==> src/c65_pkg.sv <==
// ----------------------------------------------------------------------------
// c65_pkg: shared types and constants for the 6502 subset executor
// Holds the channel payload structs, the opcode values, the instruction
// classes the front end hands to the back end, and the flag bit masks.
// ----------------------------------------------------------------------------
package c65_pkg;

	// Opcode values of the supported instructions
	localparam logic [7:0] OPC_CLD = 8'hD8;
	localparam logic [7:0] OPC_SEI = 8'h78;
	localparam logic [7:0] OPC_LDX = 8'hA2;
	localparam logic [7:0] OPC_STX = 8'h8E;
	localparam logic [7:0] OPC_LDA = 8'hAD;
	localparam logic [7:0] OPC_BPL = 8'h10;
	localparam logic [7:0] OPC_DEX = 8'hCA;
	localparam logic [7:0] OPC_TXS = 8'h9A;

	// Flag masks
	localparam logic [7:0] FLAG_N     = 8'b1000_0000;
	localparam logic [7:0] FLAG_I     = 8'b0000_0100;
	localparam logic [7:0] FLAG_Z     = 8'b0000_0010;
	localparam logic [7:0] CLR_D_MASK = 8'b1111_0111;

	// Result status codes
	localparam logic STATUS_OK  = 1'b0;
	localparam logic STATUS_BAD = 1'b1;

	// Instruction queue between front and back end
	localparam int unsigned QUEUE_DEPTH = 2;
	localparam int unsigned QPTR_W      = 1;
	localparam int unsigned QCNT_W      = 2;

	typedef enum logic [3:0] {
		CLS_CLD,
		CLS_SEI,
		CLS_LDX,
		CLS_STX,
		CLS_LDA,
		CLS_BPL,
		CLS_DEX,
		CLS_TXS,
		CLS_BAD
	} op_class_t;

	typedef struct packed {
		logic [7:0] opcode;
		logic [7:0] operand_low;
		logic [7:0] operand_high;
	} req_t;

	typedef struct packed {
		logic        status;
		logic [15:0] next_pc;
		logic [7:0]  acc_out;
		logic [7:0]  xreg_out;
		logic [7:0]  stack_out;
		logic [7:0]  flags_out;
	} rsp_t;

	// Classified instruction as it sits in the queue
	typedef struct packed {
		op_class_t  cls;
		logic [7:0] lo;
		logic [7:0] hi;
	} entry_t;

	// Queue head as seen by the back end
	typedef struct packed {
		logic   valid;
		entry_t entry;
	} head_t;

	// Update Z and N from a value, keep the other flags
	function automatic logic [7:0] set_zn(input logic [7:0] flags, input logic [7:0] v);
		logic [7:0] f;
		f = flags & ~(FLAG_Z | FLAG_N);
		if (v == 8'd0) begin
			f = f | FLAG_Z;
		end
		if (v[7]) begin
			f = f | FLAG_N;
		end
		return f;
	endfunction

endpackage

==> src/c65_front.sv <==
// ----------------------------------------------------------------------------
// c65_front: instruction intake and classification
// Accepts request items, decodes the opcode into an instruction class and
// holds the classified items in a two-entry queue for the back end.
// ----------------------------------------------------------------------------
module c65_front (
	input  logic          clk,
	input  logic          arst_n,
	input  logic          req_valid,
	output logic          req_stall,
	input  c65_pkg::req_t req,
	output c65_pkg::head_t head,
	input  logic          pop
);

	c65_pkg::entry_t          entry_q [c65_pkg::QUEUE_DEPTH];
	c65_pkg::entry_t          new_entry;
	logic [c65_pkg::QPTR_W-1:0] wr_ptr_q;
	logic [c65_pkg::QPTR_W-1:0] rd_ptr_q;
	logic [c65_pkg::QCNT_W-1:0] cnt_q;
	logic                     push;

	// Classify the opcode
	always_comb begin
		new_entry.lo = req.operand_low;
		new_entry.hi = req.operand_high;
		case (req.opcode)
			c65_pkg::OPC_CLD: new_entry.cls = c65_pkg::CLS_CLD;
			c65_pkg::OPC_SEI: new_entry.cls = c65_pkg::CLS_SEI;
			c65_pkg::OPC_LDX: new_entry.cls = c65_pkg::CLS_LDX;
			c65_pkg::OPC_STX: new_entry.cls = c65_pkg::CLS_STX;
			c65_pkg::OPC_LDA: new_entry.cls = c65_pkg::CLS_LDA;
			c65_pkg::OPC_BPL: new_entry.cls = c65_pkg::CLS_BPL;
			c65_pkg::OPC_DEX: new_entry.cls = c65_pkg::CLS_DEX;
			c65_pkg::OPC_TXS: new_entry.cls = c65_pkg::CLS_TXS;
			default:          new_entry.cls = c65_pkg::CLS_BAD;
		endcase
	end

	assign req_stall = (cnt_q == c65_pkg::QCNT_W'(c65_pkg::QUEUE_DEPTH));
	assign push      = req_valid && !req_stall;

	// Store classified items
	always_ff @(posedge clk) begin
		if (push) begin
			entry_q[wr_ptr_q] <= new_entry;
		end
	end

	// Advance pointers and fill count
	always_ff @(posedge clk or negedge arst_n) begin
		if (!arst_n) begin
			wr_ptr_q <= '0;
			rd_ptr_q <= '0;
			cnt_q    <= '0;
		end else begin
			if (push) begin
				wr_ptr_q <= wr_ptr_q + 1'b1;
			end
			if (pop) begin
				rd_ptr_q <= rd_ptr_q + 1'b1;
			end
			if (push && !pop) begin
				cnt_q <= cnt_q + 1'b1;
			end else if (pop && !push) begin
				cnt_q <= cnt_q - 1'b1;
			end
		end
	end

	assign head.valid = (cnt_q != '0);
	assign head.entry = entry_q[rd_ptr_q];

endmodule

==> config.mk <==
export PLATFORM = sky130hd
export DESIGN_NAME = c65_front
export DESIGN_NICKNAME = d
export VERILOG_FILES = /design/src/c65_pkg.sv /design/src/c65_front.sv
export SDC_FILE = /design/constraint.sdc
export NUM_CORES = 1
export LEC_CHECK = 0
export BUFFER_PORTS_ARGS = -buffer_cell sky130_fd_sc_hd__clkbuf_2
export CELL_PAD_IN_SITES_DETAIL_PLACEMENT = 0
export CELL_PAD_IN_SITES_GLOBAL_PLACEMENT = 1
export CORE_AREA = 10 10 87 74
export DETAILED_ROUTE_END_ITERATION = 16
export DIE_AREA = 0 0 97 84
export PLACE_DENSITY = 0.8
export SKIP_CTS_REPAIR_TIMING = 1
export SLEW_MARGIN = 20
export SYNTH_ARGS = -nofsm -noshare
export SYNTH_HDL_FRONTEND = slang
export SYNTH_SLANG_ARGS = --single-unit
==> constraint.sdc <==
create_clock -name clk -period 2.1 [get_ports clk]
set_clock_uncertainty 0.05 [all_clocks]
set_input_delay 0.21 -clock clk [delete_from_list [all_inputs] [get_ports clk]]
set_output_delay 0.21 -clock clk [all_outputs]
set_load 0.005 [all_outputs]
==> results of run 1 <==
==> cell usage in the layout (no fill, tap or decap), drive strengths merged, types with 2 or more instances in the layout <==
master  count
or2         2
o21ai       2
edfxtp     40
buf         3
nand2       2
nor2        7
clkbuf     55
xor2        4
dfrtp       4
nand4b      2
nand4       3
and3        2
inv         3
mux2       20
nor3b       2
xnor2       3
==> worst max path at each step <==
stage          slack, ns       endpoint  cells after the start  startpoint
2_1_floorplan       0.17  entry_q[0][0]                      3    cnt_q[0]
4_1_cts             0.12        head[0]                      3    rd_ptr_q
5_1_grt             0.04        head[3]                      3    rd_ptr_q
3_3_place_gp        0.50        head[0]                      3    rd_ptr_q
6_report            0.16        head[1]                      3    rd_ptr_q
3_5_place_dp        0.45        head[0]                      3    rd_ptr_q
==> final cells by class <==
type,count,area [sq um]
Multi-Input combinational cell,61,513
Clock buffer,6,72.6
Inverter,3,11.3
Sequential cell,44,1300
Timing Repair Buffer,53,278
Clock inverter,2,35.0
Fill cell,417,2520
Tap cell,62,77.6
==> where the power goes <==
| part | leakage, nW | switching [mW] | total (mW) | internal [mW] |
|---|---|---|---|---|
| Combinational | 0.433 | 0.375 | 0.796 | 0.422 |
| Sequential | 0.417 | 0.103 | 1.31 | 1.20 |
| Clock | 0.0552 | 0.257 | 0.609 | 0.353 |
| Total | 0.905 | 0.735 | 2.71 | 1.98 |
==> synth_stat cells, drive strengths merged (2+ instances only) <==
master / instances
buf: 5
nand2: 2
nand4b: 2
and3: 2
inv: 3
mux2: 20
or2: 2
edfxtp: 40
dfrtp: 4
nor3b: 2
nor2: 7
o21ai: 2
nand4: 3
xor2: 4
xnor2: 3
==> cells by family after synthesis <==
kind of cell,after synthesis,share of synthesized area (%)
AO/OA/AOI/OAI,8,2.90
XOR/XNOR,7,3.31
adder cells (fa/ha/maj),1,0.675
buffers and inverters,8,2.29
flip-flops,44,70.2
multiplexers,20,12.1
AND/OR/NAND/NOR,25,8.50
==> per-layer routing <==
| layer | track usage, % | vias up | part of all wire [%] |
|---|---|---|---|
| met5 | 0 | - | 0 |
| met4 | 3.75 | 0 | 1.4 |
| met3 | 4.06 | 4 | 7.1 |
| met2 | 14.9 | 47 | 49 |
| met1 | 10.0 | 525 | 43 |
| li1 | - | 536 | - |
==> flip-flops by register name (all words and copies together), names as in the netlist <==
name / count
rd_ptr_q: 1
entry_q: 40
cnt_q: 2
wr_ptr_q: 1
==> key figures, run 1 <==
Hold path
  – Worst Hold Path Cells: 1
  – Worst Hold End: entry_q[1][2]
  – Min-delay src: req[2]
  – Hold Path Class: in2reg

Timing
  – Period Utilization, post-route: 92.4%
  – Slew Viols, Final: 0
  – Min Hold Slack: about 0.057 ns
  – Minimum clock period: 1.94 ns
  – Setup violations, final: 0
  – Final WS setup: roughly 0.16 ns
  – RSZ-0062 raised after global routing: no
  – Fin. Hold Viols: 0
  – Worst Tran Pin Value: around 0.46 ns
  – Slew HR: between 60 and 70%
  – Max Freq: around 0.5 GHz
  – Setup TNS: 0 ns

Global route
  – First-pass GRT wire length: around 6000 microns
  – Tot GR Track Use: under 10%
  – Grt ovf: 0
  – Largest net degree at the start of global routing: 21
  – Initial antenna violation count: 0
  – Vias in the first global route: approximately 1200

Run status
  – Status: complete, no violations

Yosys
  – Seq/Total Area, Yosys: 70.2%
  – Post-synth top flop: edfxtp_1
  – Count of cell types in the netlist: 30
  – Synthesized flop and latch total: 44
  – Area leader, netlist: edfxtp_1
  – Synthesized net count: around 140
  – Post-synth EDFFs: 40
  – Top post-synthesis cells by area: edfxtp_1 65%, mux2_2 12%, dfrtp_1 5.4%
  – Yosys top cell area share: between 60% and 70%
  – YS warnings: 0
  – Post-Syn Area: approximately 0.0019 sq mm
  – Async SR Flop Fraction: under 10%
  – Syn Inst Count: between 100 and 150
  – Syn Area/Cell: ~16 sq um

Routing
  – Number of DRC markers in iteration 0: 50
  – DRT Wirelength: between 3000 and 4000 microns
  – Via density: between 4 and 5
  – WL per Instance: around 15 microns
  – Post-DRT Antenna Nets: 0
  – Detailed-route via count: around 1100
  – Drt pass-1 iters: 4
  – DRC violations left: 0

Critical path
  – Data arrival time of the critical path: between 1.5 and 2 ns
  – FF-to-FF Start: cnt_q[0]
  – Worst path required time: between 1.5 and 2 ns
  – R2r setup slk: about 0.55 ns
  – Cell chain of the critical path: buf_4 > mux2_2 > clkbuf_2
  – Worst R2R End: cnt_q[1]
  – Buf/Inv on CP: 2
  – Cell class contributing the biggest share of worst-path delay: flip-flops
  – Reg2Reg Depth: 6
  – Crit path max-delay cell type: dfrtp_1
  – Crit-path max cell delay: between 0.6 and 0.7 ns
  – Crit path max fanout: 11
  – Startpoint types: register
  – CP Capture Type: primary output
  – Crit Path Category: reg2out

Pwr
  – Final Power: between 2 and 3 mW
  – PwrDens: between 1000 and 1500 mW/mm^2
  – Max VDD drop: around 420 uV
  – LEAKAGE: between 0.9 and 1 nW

Cells and area
  – Nets: between 150 and 200
  – Final std cells w/o fill: around 230
  – Layout Area Growth over Synthesis: 23.4%
  – Post-layout util: 47.6%
  – Share of post-route cells with drive strength above 1: 48.5%
  – N_diodes: 0
  – Final instance area: roughly 0.0023 sq mm

Floorplanning
  – Core Rows: 23
  – Initial core utilization: just under 40%
  – I/O pin cnt: 50
  – Die width: between 90 and 100 microns
  – DIE AREA: 0.00815 sq mm
  – Die Height: between 80 and 90 microns
  – CORE AREA: slightly below 0.005 sq mm

Place
  – Number of buffers added on ports: 49
  – Placed cells: 222
  – Post-DP Area: 0.00217 sq mm
  – Dpl ws: 0.451 ns
  – Routability congestion estimate: 0.739
  – Post-DP HPWL: between 2000 and 3000 microns

Job
  – Max-Cap Viols: 0

Clocking
  – H-tree levels: 2
  – CTS tree: yes
  – Longest Clk Path Bufs: 2
  – Clock slew at reported path FFs: around 0.070 ns
  – Worst skew pair latency: 0.29 ns
  – Sink Count: 44
  – CTS Root Cell: clkbuf_8
  – Total CTS buffers: 5
No activity file was read; power rests on OpenSTA's default activity.
==> run 2: changes to the inputs <==
--- a/config.mk
+++ b/config.mk
@@ -9,8 +9,10 @@
 export CELL_PAD_IN_SITES_DETAIL_PLACEMENT = 0
 export CELL_PAD_IN_SITES_GLOBAL_PLACEMENT = 1
 export CORE_AREA = 10 10 87 74
+export CTS_BUF_LIST = sky130_fd_sc_hd__clkbuf_16
 export DETAILED_ROUTE_END_ITERATION = 16
 export DIE_AREA = 0 0 97 84
+export GPL_ROUTABILITY_DRIVEN = 0
 export PLACE_DENSITY = 0.8
 export SKIP_CTS_REPAIR_TIMING = 1
 export SLEW_MARGIN = 20
==> key figures, run 2 (same netlist as run 1, synthesis figures left out) <==
Clocking
  – Worst skew pair latency: about 0.28 ns
  – Sink Count: 44
  – CTS tree: yes
  – CTS Root Cell: clkbuf_16
  – H-tree levels: 2
  – Total CTS buffers: 5
  – Clock slew at reported path FFs: roughly 0.050 ns
  – Longest Clk Path Bufs: 2

Critical path
  – Crit Path Category: reg2out
  – Reg2Reg Depth: 6
  – Worst path required time: 1.84 ns
  – Startpoint types: register
  – FF-to-FF Start: cnt_q[0]
  – Data arrival time of the critical path: between 1.5 and 2 ns
  – CP Capture Type: primary output
  – Crit path from: rd_ptr_q
  – Crit path max fanout: 11

Routing
  – WL per Instance: around 15 microns
  – Number of DRC markers in iteration 0: between 50 and 60
  – Post-DRT Antenna Nets: 0
  – DRC violations left: 0
  – DRT Wirelength: approximately 3500 microns
  – Drt pass-1 iters: 4
  – Via density: around 4.7
  – Detailed-route via count: ~1100

Global route
  – Grt ovf: 0
  – First-pass GRT wire length: about 6000 microns
  – Initial antenna violation count: 0
  – Tot GR Track Use: a little under a tenth
  – Largest net degree at the start of global routing: 21
  – Vias in the first global route: roughly 1200

Timing
  – Fin. Hold Viols: 0
  – Setup TNS: 0 ns
  – Setup violations, final: 0
  – Slew Viols, Final: 0
  – Worst Tran Pin Value: ~0.46 ns
  – RSZ-0062 raised after global routing: no
  – Max Freq: between 0.5 and 0.6 GHz
  – Period Utilization, post-route: between 90% and 100%
  – Minimum clock period: around 1.9 ns
  – Min Hold Slack: a little under 0.07 ns
  – Slew HR: 69.7%

Hold path
  – Min-delay src: req[2]
  – Worst Hold Path Cells: 1
  – Hold Path Class: in2reg

Cells and area
  – Most flops, register: entry_q
  – Post-layout util: 48.8%
  – Commonest cells after routing, fill and taps aside: 49 x clkbuf_2, 40 x edfxtp_1, 20 x mux2_2, 6 x nor2_1, 5 x clkbuf_16
  – Commonest non-fill, non-tap cell in the layout: clkbuf_2
  – Share of post-route cells with drive strength above 1: between 40 and 50%
  – Largest registers: entry_q (40), cnt_q (2)
  – Largest register FFs: 40
  – N_diodes: 0
  – Nets: between 150 and 200
  – Layout Area Growth over Synthesis: 26.5%

Pwr
  – Final Power: 2.94 mW
  – LEAKAGE: slightly above 0.9 nW
  – Pint: 2.18 mW
  – Part of the power in registers: between 40% and 50%
  – PwrDens: between 1000 and 1500 mW/mm^2
  – Clock power share: between 20 and 30%
  – Logic pwr share: a little over a quarter
  – Switching power: 0.762 mW
  – Sw Ratio: between 20% and 30%
  – Max VDD drop: 487 uV

Floorplanning
  – Initial core utilization: approximately 39%
  – DIE AREA: just over 0.008 sq mm
  – CORE AREA: around 0.0048 sq mm
  – Die Height: 84 microns
  – I/O pin cnt: 50
  – Die width: slightly below 100 microns
  – Core Rows: 23

Job
  – Max-Cap Viols: 0

Place
  – Post-DP HPWL: 2660 microns
  – Number of buffers added on ports: 49

Run status
  – Status: complete, no violations
[run 2: cell types whose count changed in the layout (fill, tap and decap cells not counted)]
cell and change:
clkbuf_1 -1, inv_1 +1, clkbuf_8 -5, clkbuf_16 +5
[run 2: final timing paths]
check                                endpoint  slack (ns)
max in group asynchronous            wr_ptr_q        1.64
min in group asynchronous            cnt_q[0]        0.23
worst min register to register       cnt_q[1]        0.45
worst max register to register       cnt_q[1]        0.56
worst min-delay path            entry_q[1][2]        0.07
worst max-delay path                  head[1]        0.18
[run 2: metrics by stage]
stage / std cells / worst slack, ns / instance area, sq um
detailed placement: 222 / 0.451 / 2170
global placement: 222 / 0.501 / 2170
floorplan: 113 / 0.171 / 1850
global route: 231 / 0.0689 / 2340
CTS: 230 / 0.134 / 2330
finish: 231 / 0.181 / 2340
[run 2: metal layers]
metal	GRT usage [%]	wire length (microns)	part of all wire, %	vias up
met5	0	0	0	-
met4	4.55	70	2.0	0
met3	3.81	223	6.3	4
met2	14.9	1720	48	38
met1	10.1	1530	43	514
li1	-	-	-	537
[run 2: worst max-delay path, cell delays in order, from the launching register on]
cell	delay [ns]
dfrtp_1	0.62
buf_4	0.29
mux2_2	0.36
clkbuf_2	0.12
[run 2: area by class of cell]
cell class,count,area (sq um)
inverter,3,11.3
sequential,44,1300
tap,62,77.6
clock inverter,3,38.8
clock buffer,5,125
timing repair buffer,53,278
fill,418,2460
multi-input combinational,61,513
[run 2: power groups by stage]
stage	combinational (mW)	sequential, mW	clock [mW]
final	0.797	1.31	0.839
after global routing	0.888	1.34	0.896
after CTS	0.823	1.31	0.856
after detailed placement	0.818	1.33	0
after global placement	0.809	1.32	0
after floorplan	0.507	1.28	0
